[src/rtl/core/pptsch_pkg.sv]
// Shared types and constants for the preemptive priority task scheduler.
`default_nettype none

package pptsch_pkg;

  localparam int unsigned OP_W       = 1;
  localparam int unsigned TASK_ID_W  = 3;
  localparam int unsigned PRIO_IN_W  = 8;
  localparam int unsigned RUN_W      = 4;
  localparam int unsigned CNT_OUT_W  = 4;
  localparam int unsigned HOOK_W     = 2;

  localparam logic [OP_W-1:0] OP_ACTIVATE  = 1'b0;
  localparam logic [OP_W-1:0] OP_TERMINATE = 1'b1;

  localparam int unsigned HOOK_PRE_BIT  = 0;
  localparam int unsigned HOOK_POST_BIT = 1;

  typedef struct packed {
    logic [OP_W-1:0]      opcode;
    logic [TASK_ID_W-1:0] task_id;
    logic [PRIO_IN_W-1:0] task_priority;
    logic                 full_preemptive;
    logic                 in_isr;
  } req_t;

  typedef struct packed {
    logic [RUN_W-1:0]     running_task;
    logic                 switched;
    logic                 first_dispatch;
    logic                 pre_hook;
    logic                 post_hook;
    logic [CNT_OUT_W-1:0] ready_count;
  } rsp_t;

  typedef enum logic [1:0] {
    ST_IDLE,
    ST_EXEC,
    ST_SCHED,
    ST_RESP
  } state_e;

  typedef struct packed {
    logic capture;
    logic exec;
    logic sched;
  } ctrl_cmd_t;

  typedef struct packed {
    logic pass_req;
  } dp_sts_t;

endpackage

`default_nettype wire

[src/rtl/core/pptsch_ctrl.sv]
// Sequencer for the scheduler: capture, execute, scheduling pass, response.
`default_nettype none

module pptsch_ctrl
  import pptsch_pkg::*;
(
  input  wire logic      clk_i,
  input  wire logic      rst_ni,
  input  wire logic      start_i,
  input  wire dp_sts_t   sts_i,
  output logic           busy_o,
  output ctrl_cmd_t      cmd_o,
  output logic           rsp_valid_o
);

  state_e state_q, state_d;

  always_ff @(posedge clk_i or negedge rst_ni) begin
    if (!rst_ni) begin
      state_q <= ST_IDLE;
    end else begin
      state_q <= state_d;
    end
  end

  always_comb begin
    state_d     = state_q;
    cmd_o       = '0;
    rsp_valid_o = 1'b0;
    busy_o      = 1'b1;
    case (state_q)
      ST_IDLE: begin
        busy_o        = 1'b0;
        cmd_o.capture = start_i;
        if (start_i) begin
          state_d = ST_EXEC;
        end
      end
      ST_EXEC: begin
        cmd_o.exec = 1'b1;
        state_d    = sts_i.pass_req ? ST_SCHED : ST_RESP;
      end
      ST_SCHED: begin
        cmd_o.sched = 1'b1;
        state_d     = ST_RESP;
      end
      ST_RESP: begin
        rsp_valid_o = 1'b1;
        state_d     = ST_IDLE;
      end
      default: begin
        state_d = ST_IDLE;
      end
    endcase
  end

endmodule

`default_nettype wire

[src/rtl/core/pptsch_dp.sv]
// Scheduler datapath: ready list slots, per-task counters and flags, dispatch.
`default_nettype none

module pptsch_dp
  import pptsch_pkg::*;
#(
  parameter int unsigned TASK_COUNT      = 8,
  parameter int unsigned PRIO_BITS       = 8,
  parameter int unsigned MAX_ACTIVATIONS = 15
) (
  input  wire logic              clk_i,
  input  wire logic              rst_ni,
  input  wire logic              cfg_we_i,
  input  wire logic [HOOK_W-1:0] cfg_wdata_i,
  input  wire req_t              req_i,
  input  wire ctrl_cmd_t         cmd_i,
  output dp_sts_t                sts_o,
  output rsp_t                   rsp_o
);

  localparam int unsigned IW = $clog2(TASK_COUNT);
  localparam int unsigned TW = $clog2(TASK_COUNT + 1);
  localparam int unsigned CW = $clog2(MAX_ACTIVATIONS + 1);
  localparam logic [TASK_COUNT-1:0] ALL_ONES = '1;

  // request and config
  req_t              req_q;
  logic [HOOK_W-1:0] hook_q;

  // ready list, kept sorted: slot 0 is the head
  logic [IW-1:0]        slot_id_q   [TASK_COUNT];
  logic [IW-1:0]        slot_id_d   [TASK_COUNT];
  logic [PRIO_BITS-1:0] slot_prio_q [TASK_COUNT];
  logic [PRIO_BITS-1:0] slot_prio_d [TASK_COUNT];
  logic                 slot_fp_q   [TASK_COUNT];
  logic                 slot_fp_d   [TASK_COUNT];
  logic [TW-1:0]        size_q;

  // per-task state
  logic [CW-1:0]         cnt_q [TASK_COUNT];
  logic [TASK_COUNT-1:0] queued_q, started_q, ever_q;

  // running task
  logic [TW-1:0]        cur_q;
  logic [PRIO_BITS-1:0] cur_prio_q;
  logic                 cur_fp_q;

  // result flags
  logic sw_q, first_q, pre_q, post_q;

  logic                  id_ok, cur_ok, act_ok, term_ok;
  logic [IW-1:0]         id_idx, cur_idx, cnt_idx;
  logic [PRIO_BITS-1:0]  new_prio;
  logic [CW-1:0]         cnt_rd;
  logic                  last_act, do_insert, do_remove;
  logic [TASK_COUNT-1:0] slot_vld, ge, match, past;
  logic                  list_nonempty, do_disp;
  logic [IW-1:0]         head_id;

  assign id_ok    = (32'(req_q.task_id) < TASK_COUNT);
  assign id_idx   = IW'(req_q.task_id);
  assign new_prio = PRIO_BITS'(req_q.task_priority);
  assign cur_ok   = (cur_q < TW'(TASK_COUNT));
  assign cur_idx  = cur_q[IW-1:0];
  assign act_ok   = (req_q.opcode == OP_ACTIVATE) && id_ok;
  assign term_ok  = (req_q.opcode == OP_TERMINATE) && cur_ok;

  assign sts_o.pass_req = (act_ok || term_ok) && !req_q.in_isr;

  assign cnt_idx   = act_ok ? id_idx : cur_idx;
  assign cnt_rd    = cnt_q[cnt_idx];
  assign last_act  = (cnt_rd <= CW'(1));
  assign do_insert = act_ok && !queued_q[id_idx] && (size_q < TW'(TASK_COUNT));
  assign do_remove = term_ok && last_act && (|match);

  // slot compares: entries at or above the new priority stay in front
  always_comb begin
    for (int k = 0; k < TASK_COUNT; k++) begin
      slot_vld[k] = (TW'(k) < size_q);
      ge[k]       = slot_vld[k] && (slot_prio_q[k] >= new_prio);
      match[k]    = slot_vld[k] && (slot_id_q[k] == cur_idx);
    end
    for (int k = 0; k < TASK_COUNT; k++) begin
      past[k] = |(match & (ALL_ONES >> (TASK_COUNT - 1 - k)));
    end
  end

  // next slot contents: parallel shift down on insert, up on removal
  always_comb begin
    for (int k = 0; k < TASK_COUNT; k++) begin
      slot_id_d[k]   = slot_id_q[k];
      slot_prio_d[k] = slot_prio_q[k];
      slot_fp_d[k]   = slot_fp_q[k];
    end
    if (cmd_i.exec && do_insert) begin
      if (!ge[0]) begin
        slot_id_d[0]   = id_idx;
        slot_prio_d[0] = new_prio;
        slot_fp_d[0]   = req_q.full_preemptive;
      end
      for (int k = 1; k < TASK_COUNT; k++) begin
        if (!ge[k]) begin
          if (ge[k-1]) begin
            slot_id_d[k]   = id_idx;
            slot_prio_d[k] = new_prio;
            slot_fp_d[k]   = req_q.full_preemptive;
          end else begin
            slot_id_d[k]   = slot_id_q[k-1];
            slot_prio_d[k] = slot_prio_q[k-1];
            slot_fp_d[k]   = slot_fp_q[k-1];
          end
        end
      end
    end else if (cmd_i.exec && do_remove) begin
      for (int k = 0; k < TASK_COUNT - 1; k++) begin
        if (past[k]) begin
          slot_id_d[k]   = slot_id_q[k+1];
          slot_prio_d[k] = slot_prio_q[k+1];
          slot_fp_d[k]   = slot_fp_q[k+1];
        end
      end
    end
  end

  // dispatch: idle takes the head, or a strictly more urgent head preempts a full-preemptive running task
  assign head_id       = slot_id_q[0];
  assign list_nonempty = (size_q != '0);
  assign do_disp = list_nonempty &&
                   (!cur_ok || (cur_fp_q && (slot_prio_q[0] > cur_prio_q)));

  always_ff @(posedge clk_i or negedge rst_ni) begin
    if (!rst_ni) begin
      hook_q    <= '0;
      size_q    <= '0;
      queued_q  <= '0;
      started_q <= '0;
      ever_q    <= '0;
      cur_q     <= TW'(TASK_COUNT);
      sw_q      <= 1'b0;
      first_q   <= 1'b0;
      pre_q     <= 1'b0;
      post_q    <= 1'b0;
      for (int k = 0; k < TASK_COUNT; k++) begin
        cnt_q[k] <= '0;
      end
    end else begin
      if (cfg_we_i) begin
        hook_q <= cfg_wdata_i;
      end
      if (cmd_i.capture) begin
        sw_q    <= 1'b0;
        first_q <= 1'b0;
        pre_q   <= 1'b0;
        post_q  <= 1'b0;
      end
      if (cmd_i.exec) begin
        if (act_ok) begin
          if (cnt_rd < CW'(MAX_ACTIVATIONS)) begin
            cnt_q[id_idx] <= cnt_rd + 1'b1;
          end
          started_q[id_idx] <= 1'b0;
          if (do_insert) begin
            size_q           <= size_q + 1'b1;
            queued_q[id_idx] <= 1'b1;
          end
        end else if (term_ok) begin
          post_q <= hook_q[HOOK_POST_BIT];
          if (last_act) begin
            cnt_q[cur_idx] <= '0;
            cur_q          <= TW'(TASK_COUNT);
            sw_q           <= 1'b1;
            if (do_remove) begin
              size_q            <= size_q - 1'b1;
              queued_q[cur_idx] <= 1'b0;
            end
          end else begin
            cnt_q[cur_idx] <= cnt_rd - 1'b1;
          end
        end
      end
      if (cmd_i.sched && do_disp) begin
        cur_q           <= TW'(head_id);
        sw_q            <= 1'b1;
        first_q         <= !ever_q[head_id];
        ever_q[head_id] <= 1'b1;
        if (!cur_ok) begin
          started_q[head_id] <= 1'b1;
        end else begin
          pre_q <= hook_q[HOOK_PRE_BIT] && !started_q[cur_idx];
        end
      end
    end
  end

  always_ff @(posedge clk_i) begin
    if (cmd_i.capture) begin
      req_q <= req_i;
    end
    for (int k = 0; k < TASK_COUNT; k++) begin
      slot_id_q[k]   <= slot_id_d[k];
      slot_prio_q[k] <= slot_prio_d[k];
      slot_fp_q[k]   <= slot_fp_d[k];
    end
    if (cmd_i.sched && do_disp) begin
      cur_prio_q <= slot_prio_q[0];
      cur_fp_q   <= slot_fp_q[0];
    end
  end

  assign rsp_o.running_task   = RUN_W'(cur_q);
  assign rsp_o.switched       = sw_q;
  assign rsp_o.first_dispatch = first_q;
  assign rsp_o.pre_hook       = pre_q;
  assign rsp_o.post_hook      = post_q;
  assign rsp_o.ready_count    = CNT_OUT_W'(size_q);

`ifndef SYNTH
  // the running task always sits in the ready list
  a_cur_queued: assert property (@(posedge clk_i) disable iff (!rst_ni)
    cur_ok |-> queued_q[cur_idx])
    else $error("running task not in ready list");

  // queued flags and list length agree
  a_size_match: assert property (@(posedge clk_i) disable iff (!rst_ni)
    $countones(queued_q) == int'(size_q))
    else $error("queued flags disagree with list size");

  // a first dispatch is always a switch
  a_first_sw: assert property (@(posedge clk_i) disable iff (!rst_ni)
    first_q |-> sw_q)
    else $error("first dispatch without switch");
`endif

endmodule

`default_nettype wire

[src/rtl/core/preemptive_priority_task_scheduler.sv]
// Top level of the preemptive priority task scheduler.
`default_nettype none

// Fixed-priority preemptive task scheduler. One request per start pulse
// (accepted when start is high and busy is low): activate a task or
// terminate the running one. Each request produces exactly one response on
// rsp_o, flagged by rsp_valid_o for a single cycle; the receiver cannot stall
// it. Sequence: accept edge, an execute state (count/flag update and a
// parallel sorted insert or removal across all list slots), a scheduling
// state when a pass runs (skipped for in_isr, an out-of-range task id or a
// terminate with nothing running), then the response state, after which
// busy drops; no new request is accepted before that. hook_enable can
// be written at any edge through cfg_we_i/cfg_wdata_i; write it only while
// idle. running_task reads TASK_COUNT when no task runs.
module preemptive_priority_task_scheduler
  import pptsch_pkg::*;
#(
  parameter int unsigned TASK_COUNT      = 8,
  parameter int unsigned PRIO_BITS       = 8,
  parameter int unsigned MAX_ACTIVATIONS = 15
) (
  input  wire logic              clk_i,
  input  wire logic              rst_ni,
  input  wire logic              start,
  output logic                   busy,
  input  wire req_t              req_i,
  output logic                   rsp_valid_o,
  output rsp_t                   rsp_o,
  input  wire logic              cfg_we_i,
  input  wire logic [HOOK_W-1:0] cfg_wdata_i
);

  ctrl_cmd_t cmd;
  dp_sts_t   sts;

  // sequencer
  pptsch_ctrl u_ctrl (
    .clk_i       (clk_i),
    .rst_ni      (rst_ni),
    .start_i     (start),
    .sts_i       (sts),
    .busy_o      (busy),
    .cmd_o       (cmd),
    .rsp_valid_o (rsp_valid_o)
  );

  // list, counters and dispatch logic
  pptsch_dp #(
    .TASK_COUNT      (TASK_COUNT),
    .PRIO_BITS       (PRIO_BITS),
    .MAX_ACTIVATIONS (MAX_ACTIVATIONS)
  ) u_dp (
    .clk_i       (clk_i),
    .rst_ni      (rst_ni),
    .cfg_we_i    (cfg_we_i),
    .cfg_wdata_i (cfg_wdata_i),
    .req_i       (req_i),
    .cmd_i       (cmd),
    .sts_o       (sts),
    .rsp_o       (rsp_o)
  );

endmodule

`default_nettype wire
[config.mk]
export PLATFORM = sky130hd
export DESIGN_NAME = preemptive_priority_task_scheduler
export DESIGN_NICKNAME = d
export VERILOG_FILES = /design/src/rtl/core/pptsch_pkg.sv /design/src/rtl/core/pptsch_ctrl.sv /design/src/rtl/core/pptsch_dp.sv /design/src/rtl/core/preemptive_priority_task_scheduler.sv
export SDC_FILE = /design/constraint.sdc
export NUM_CORES = 1
export LEC_CHECK = 0
export BUFFER_PORTS_ARGS = -buffer_cell sky130_fd_sc_hd__buf_2
export CORE_ASPECT_RATIO = 0.7
export CORE_MARGIN = 3
export CORE_UTILIZATION = 40
export CTS_BUF_LIST = sky130_fd_sc_hd__clkbuf_8
export DETAILED_ROUTE_END_ITERATION = 6
export PLACE_DENSITY_LB_ADDON = 0.05
export SLEW_MARGIN = 20
export SYNTH_ARGS = -nofsm -noshare
export SYNTH_HDL_FRONTEND = slang
export SYNTH_SLANG_ARGS = --single-unit
[constraint.sdc]
create_clock -name clk_i -period 3.7 [get_ports clk_i]
set_input_delay 0.185 -clock clk_i [delete_from_list [all_inputs] [get_ports clk_i]]
set_output_delay 0.185 -clock clk_i [all_outputs]
set_load 0.03 [all_outputs]
## Word-level counts from Yosys, hierarchy flattened

Memories as Yosys holds them, arrays and structs flattened.
Index checks and enable logic that the tools add are counted.

- Bits in writable memories: 96
- Input bits: 20
- Output and inout bits: 14
- Register bits: 95
- Memories: 3
- Word-level logic and storage cells: 295

Memories:

| name | words | bits a word | rd ports | clocked after Yosys merged registers in | wr ports | line | text |
|---|---|---|---|---|---|---|---|
| u_dp.slot_prio_q | 8 | 8 | 8 | 0 | 8 | pptsch_dp.sv:33 | `logic [PRIO_BITS-1:0] slot_prio_q [TASK_COUNT];` |
| u_dp.slot_id_q | 8 | 3 | 8 | 0 | 8 | pptsch_dp.sv:31 | `logic [IW-1:0] slot_id_q [TASK_COUNT];` |
| u_dp.slot_fp_q | 8 | 1 | 8 | 0 | 8 | pptsch_dp.sv:35 | `logic slot_fp_q [TASK_COUNT];` |

- Bitwise operators: 13
- $lt $le $gt $ge: 32
- Add/subtract/negate cells: 4
- Reduce and logical (&&, ||, !) cells: 59
- Multiplexer cells: 143
- Equal/unequal tests: 15

Operator list:

| cell | count |
|---|---|
| 8-bit 2-to-1 mux | 32 |
| 32-bit 2-to-1 mux | 4 |
| 56-bit 2-to-1 mux | 2 |
| 3-bit 2-to-1 mux | 24 |
| 32-bit bitwise mux | 2 |
| 8-bit >= comparator | 8 |
| 4-bit 2-to-1 mux | 14 |
| 1-bit 2-to-1 mux | 50 |
| 21-bit 2-to-1 mux | 2 |
| 1-bit logical AND | 33 |
| 32-bit bitwise AND | 1 |
| 32-bit NOT | 1 |
| 4-bit demux with 3-bit select | 2 |
| 3-bit equality test | 8 |
| 8-bit bitwise OR | 3 |
| 8-bit bitwise AND | 2 |
| 3-bit by 4-bit < comparator with 1-bit output, first input constant | 4 |
| 8-bit NOT | 2 |
| 7-bit 2-to-1 mux | 2 |
| 2-bit nonzero test | 7 |
| 4-bit binary-select mux with 3-bit select | 1 |
| 4-bit >= comparator, second input constant | 3 |
| 3-bit by 4-bit < comparator with 1-bit output, second input constant | 3 |
| 4-bit < comparator, second input constant | 3 |
| 31 further kinds | 53 |

## Depth between registers and ports, before layout

- Depth in word-level cells: 12
- Depth in mapped cells: 14
- Gate-level depth less buffers: 11

## Cells and area by module

Synthesis repeated with hierarchy kept, for this count alone.

- Cell total of the unflattened synthesis: 1,164
- Area, all modules: 11,792.6 um2

Modules (own cells, without submodules):

| module | times used | area each (um2) | sequential area each (um2) | cells an instance |
|---|---|---|---|---|
| pptsch_dp | 1 | 11,609.9 | 5,326.4 | 1,147 |
| pptsch_ctrl | 1 | 182.7 | 50.0 | 17 |

## Worst setup path after synthesis

OpenSTA, ideal clock, no wires.

- Path type: flip-flop to flip-flop
- Start: register, netlist name u_dp.cur_q[0]
- End: memory u_dp.slot_fp_q[3][0], in the netlist u_dp.slot_fp_q[0][3], enable pin
- Setup slack: -241 ps
- Stages on the path, launching flop included: 14
- Path buffers: 2
- Clock period less this slack: 3,941 ps
- Setup time: 380 ps
- Data arrival time: 3,561 ps
- Path through: dfrtp_1 > buf_2 > mux2i_1 > mux4_2 > nand2_1 > o21ai_1 > inv_1 > ha_1 > or2_2 > o211ai_1 > nor2_1 > buf_2 > nor2_1 > nor2_1

RTL lines:

| what | line |
|---|---|
| end: declaration | pptsch_dp.sv:35 |

## Final worst setup path

- Start: register u_dp.req_q, in the netlist u_dp.id_idx[0]
- End: register u_dp.cnt_q[8] (netlist name)

- Longest elaborated chain between the ends: 10
- Elaborated cells on any way between the ends: 23
- Classes of those cells: add/sub: 2; order compare: 4; mux: 12; bitwise: 2; reduce/logical: 3

Ends and longest elaborated chain:

| what | line | text |
|---|---|---|
| start: declaration | pptsch_dp.sv:27 | `req_t req_q;` |
| start signal: assignment | pptsch_dp.sv:197 | `req_q <= req_i;` |
| 3-bit 2-to-1 mux | pptsch_dp.sv:70 | `assign cnt_idx = act_ok ? id_idx : cur_idx;` |
| 3-bit NOT with 4-bit output (implied by the code) | pptsch_dp.sv:71 | `assign cnt_rd = cnt_q[cnt_idx];` |
| 4-bit binary-select mux with 3-bit select | pptsch_dp.sv:71 |  |
| 4-bit 2-to-1 mux (implied by the code) (2 in series) | pptsch_dp.sv:71 |  |
| 4-bit by 1-bit subtractor with 4-bit output | pptsch_dp.sv:177 | `cnt_q[cur_idx] <= cnt_rd - 1'b1;` |
| 32-bit bitwise mux | pptsch_dp.sv:177 |  |
| 32-bit 2-to-1 mux | pptsch_dp.sv:168 | `if (last_act) begin` |
| 32-bit 2-to-1 mux | pptsch_dp.sv:166 | `end else if (term_ok) begin` |
| 32-bit 2-to-1 mux | pptsch_dp.sv:157 | `if (act_ok) begin` |
| end signal: indexed assignment | pptsch_dp.sv:159 | `cnt_q[id_idx] <= cnt_rd + 1'b1;` |
| end signal: indexed assignment | pptsch_dp.sv:177 |  |
| end: declaration | pptsch_dp.sv:40 | `logic [CW-1:0] cnt_q [TASK_COUNT];` |

Parallel ways exist; a longest one is shown, timed or not. The select of a mux whose other input is x is not followed.
A chain may end at the register's enable or synchronous reset.

==> key figures <==
Outcome
  – Status: completed

STA
  – Relative slew slack: 0.340
  – Final Hold Viols: 0
  – Fmax: 0.284 GHz
  – Post-route setup slack: 181 ps
  – Max-slew violations: 0
  – Worst Tran Pin Value: 989 ps
  – Fin Clk Skew: 21.9 ps
  – Final worst path period need: 3520 ps
  – Final setup violating endpoints: 0
  – RSZ-0062 raised after global routing: no
  – Ratio of final minimum period to clock period: 0.951
  – TNS Setup: 0 ps

Critical path
  – CP Class: reg2reg
  – Worst Setup EP: u_dp.cnt_q[8]$_DFFE_PN0P_
  – Worst setup SP type: flop
  – CP Launch Point: u_dp.id_idx[0]$_DFFE_PP_
  – Crit path capture type: flop
  – Reg-to-reg critical path endpoint: u_dp.cnt_q[8]$_DFFE_PN0P_
  – Reg2reg path depth: 10
  – Required time worst endpoint: 4100 ps
  – Max FO, Critical Path: 12
  – Worst Path Arrival: 3920 ps
  – Reg2reg setup slack: 180 ps
  – Reg-to-reg startpoint: u_dp.id_idx[0]$_DFFE_PP_

Floorplanning
  – Core footprint: 28300 µm²
  – Rows: 51
  – Starting Density: 0.412
  – DIE WIDTH: 210 µm
  – IO Count: 34
  – Die Ht: 149 µm
  – Die Area: 31300 µm²

Power
  – Pwr Density: 756 nW/µm²
  – Leak pwr: 0.00563 µW
  – Worst VDD drop: 0.387 mV

Placed design
  – Cell total after placement: 1547
  – HPWL Detailed: 26900 µm
  – Placer congestion estimate: 0.897
  – Setup WS pre-CTS: 217 ps
  – Number of port buffers: 33

Worst hold path
  – Hold Path Class: in2reg

Finish
  – Share of cells above drive strength 1: 0.158
  – Final #Nets: 1314
  – Final Non-Filler Cells: 1603
  – Antenna fix cells: 0
  – Area Growth Syn to Fin: 13.2%

Logic synthesis
  – Top cell type by total area after synthesis: edfxtp_1
  – EDFF count, synth: 119
  – Cells after synthesis: 1150
  – Post-synth top flop: edfxtp_1
  – Syn avg cell area: 10.1 µm²
  – Yosys reg bits: 191
  – Fraction of the mapped netlist area in adder cells: 0.0805
  – Mux contribution to synthesized area: 0.0919
  – Main combinational cell family by area after synthesis: compound AO/OA/AOI/OAI gates
  – Synth cell types: 68
  – Synthesis Warnings: 0
  – Syn nets: 1245
  – Cell area after synthesis: 11700 µm²
  – Synth Area in XOR/XNOR: 0.0218
  – Asr flop ratio synth: 0.377
  – Area contributors post-synth: edfxtp_1 31%, dfrtp_1 15%, ha_1 8.1%
  – Compound-cell area share of the yosys netlist: 0.173
  – Synth Area in Simple Gates: 0.125
  – Seq/Total Area, Yosys: 0.461
  – Top-area cell type share of the netlist area: 0.307

GRT
  – Global-route wire length before repair: 54500 µm
  – Initial antenna violation count: 1
  – Gr ovfl total: 0
  – Maximum number of pins on one net before global-route repair: 166
  – GRT Total Usage: 0.232
  – Number of global-route vias before repair: 8720

Clock tree
  – Clk_lat worst skew: 500 ps
  – Root buf cell: clkbuf_8
  – Deepest clock path buffer count: 2
  – Cells resized by post-CTS repair: 0
  – CTS buffer count: 17
  – Clk sinks: 191
  – CTS H-tree lvls: 4
  – Clk slew on worst S/H paths: 110 ps
  – TritonCTS clock tree: yes

Flow run
  – Total of max-cap violations: 0

Drt
  – Via count: 9142
  – Vias per inst: 5.70
  – WL/cell: 22.4 µm
  – Drt drc: 0
  – Post-route ant nets: 0
  – Routed WL: 36000 µm
  – Drt pass-1 iters: 7
  – Initial DRC count: 889
-- flip-flops by register name, summed over array words and instances, names as in the netlist, 2 cells and up --
signal,flops
u_ctrl.state_q,2
u_dp.cur_q,4
u_dp.slot_id_q,24
u_dp.cnt_q,32
u_dp.id_idx,3
u_dp.size_q,4
u_dp.new_prio,8
u_dp.req_q,3
u_dp.slot_fp_q,8
u_dp.queued_q,8
u_dp.slot_prio_q,64
u_dp.cur_prio_q,8
u_dp.ever_q,8
u_dp.hook_q,2
u_dp.started_q,8
-- stage by stage --
step / power [µW] / instance area, µm² / utilization / hold slack [ps]
after detailed placement: 8320 / 12600 / 0.444 / 363
after global routing: 10600 / 13200 / 0.467 / 66.7
after floorplan: 6610 / 11700 / - / -111
after global placement: 8300 / 12600 / 0.444 / 361
final: 9980 / 13200 / 0.467 / 74.3
after CTS: 9860 / 13200 / 0.465 / 47.4
-- cells in the mapped netlist (all sizes together), types with 18 or more instances --
master    n
ha       75
edfxtp  119
nor2     54
o21ai   148
buf      26
nor3     18
dfrtp    71
nand2   159
xor2     18
nor2b    18
inv      46
clkbuf   54
a21oi    46
mux2i    74
nand2b   23
-- layout by cell type, fill, tap and decap left out, types with 10 or more instances in the layout --
cell type / instances
nand2_1: 158
o21ai_0: 143
edfxtp_1: 119
ha_1: 75
buf_4: 74
mux2i_1: 73
dfrtp_1: 71
nor2_1: 53
inv_1: 47
a21oi_1: 46
buf_2: 32
nand2b_1: 23
nor2b_1: 18
nor3_1: 18
xor2_1: 18
dlygate4sd3_1: 18
clkbuf_8: 17
mux2_2: 16
nand3_1: 13
a21o_1: 11
a211o_1: 11
a31oi_1: 11
xnor2_1: 11
a22oi_1: 10
-- routing by layer --
metal	track usage	vias up	part of all wire
li1	-	4335	-
met1	0.401	4426	0.55
met2	0.259	350	0.34
met3	0.0816	27	0.10
met4	0.0408	4	0.0078
met5	0.0282	-	0.0037
-- worst min-delay path by stage --
| stage | startpoint | to | slack [ps] | cells after the start |
|---|---|---|---|---|
| after CTS | start | u_ctrl.state_q[1]$_DFFE_PN0P_ | 50 | 3 |
| after floorplan | rst_ni | u_ctrl.state_q[0]$_DFFE_PN0P_ | -110 | 0 |
| after detailed placement | req_i[4] | u_dp.new_prio[2]$_DFFE_PP_ | 360 | 1 |
| final | start | u_ctrl.state_q[1]$_DFFE_PN0P_ | 70 | 3 |
| after global placement | req_i[2] | u_dp.new_prio[0]$_DFFE_PP_ | 360 | 1 |
| after global routing | start | u_ctrl.state_q[1]$_DFFE_PN0P_ | 70 | 3 |
-- kinds of logic after synthesis --
family                   after synthesis
AO/OA/AOI/OAI                        312
buffers and inverters                126
XOR/XNOR                              29
adder cells (fa/ha/maj)               75
multiplexers                          97
flip-flops                           191
AND/OR/NAND/NOR                      320
-- worst max-delay path, stage by stage (launching register included) --
cell and delay (ps):
edfxtp_1 580, mux2_4 390, mux4_2 330, nand2_1 50, o21ai_1 200, inv_1 110, ha_1 230, or2_2 300
o21a_1 260, or3b_1 720, o221ai_2 260
-- cell type report --
type,instances,area [µm²]
Multi-Input combinational cell,833,5750
Timing Repair Buffer,130,1020
Tap cell,371,464
Clock inverter,15,185
Sequential cell,191,5380
Clock buffer,17,234
Inverter,46,173
Fill cell,2727,15100
-- where the power goes --
part | switching, µW | internal (µW)
clock network | 850 | 683
registers | 567 | 3020
logic | 2950 | 1910
total | 4370 | 5610
-- timing repair --
| item | in CTS | in global routing |
|---|---|---|
| setup endpoints to repair | 0 | 16 |
| setup buffers | 0 | 6 |
| hold endpoints to repair | 87 | 0 |
| hold buffers | 18 | 0 |
No activity file was read; power rests on OpenSTA's default activity.
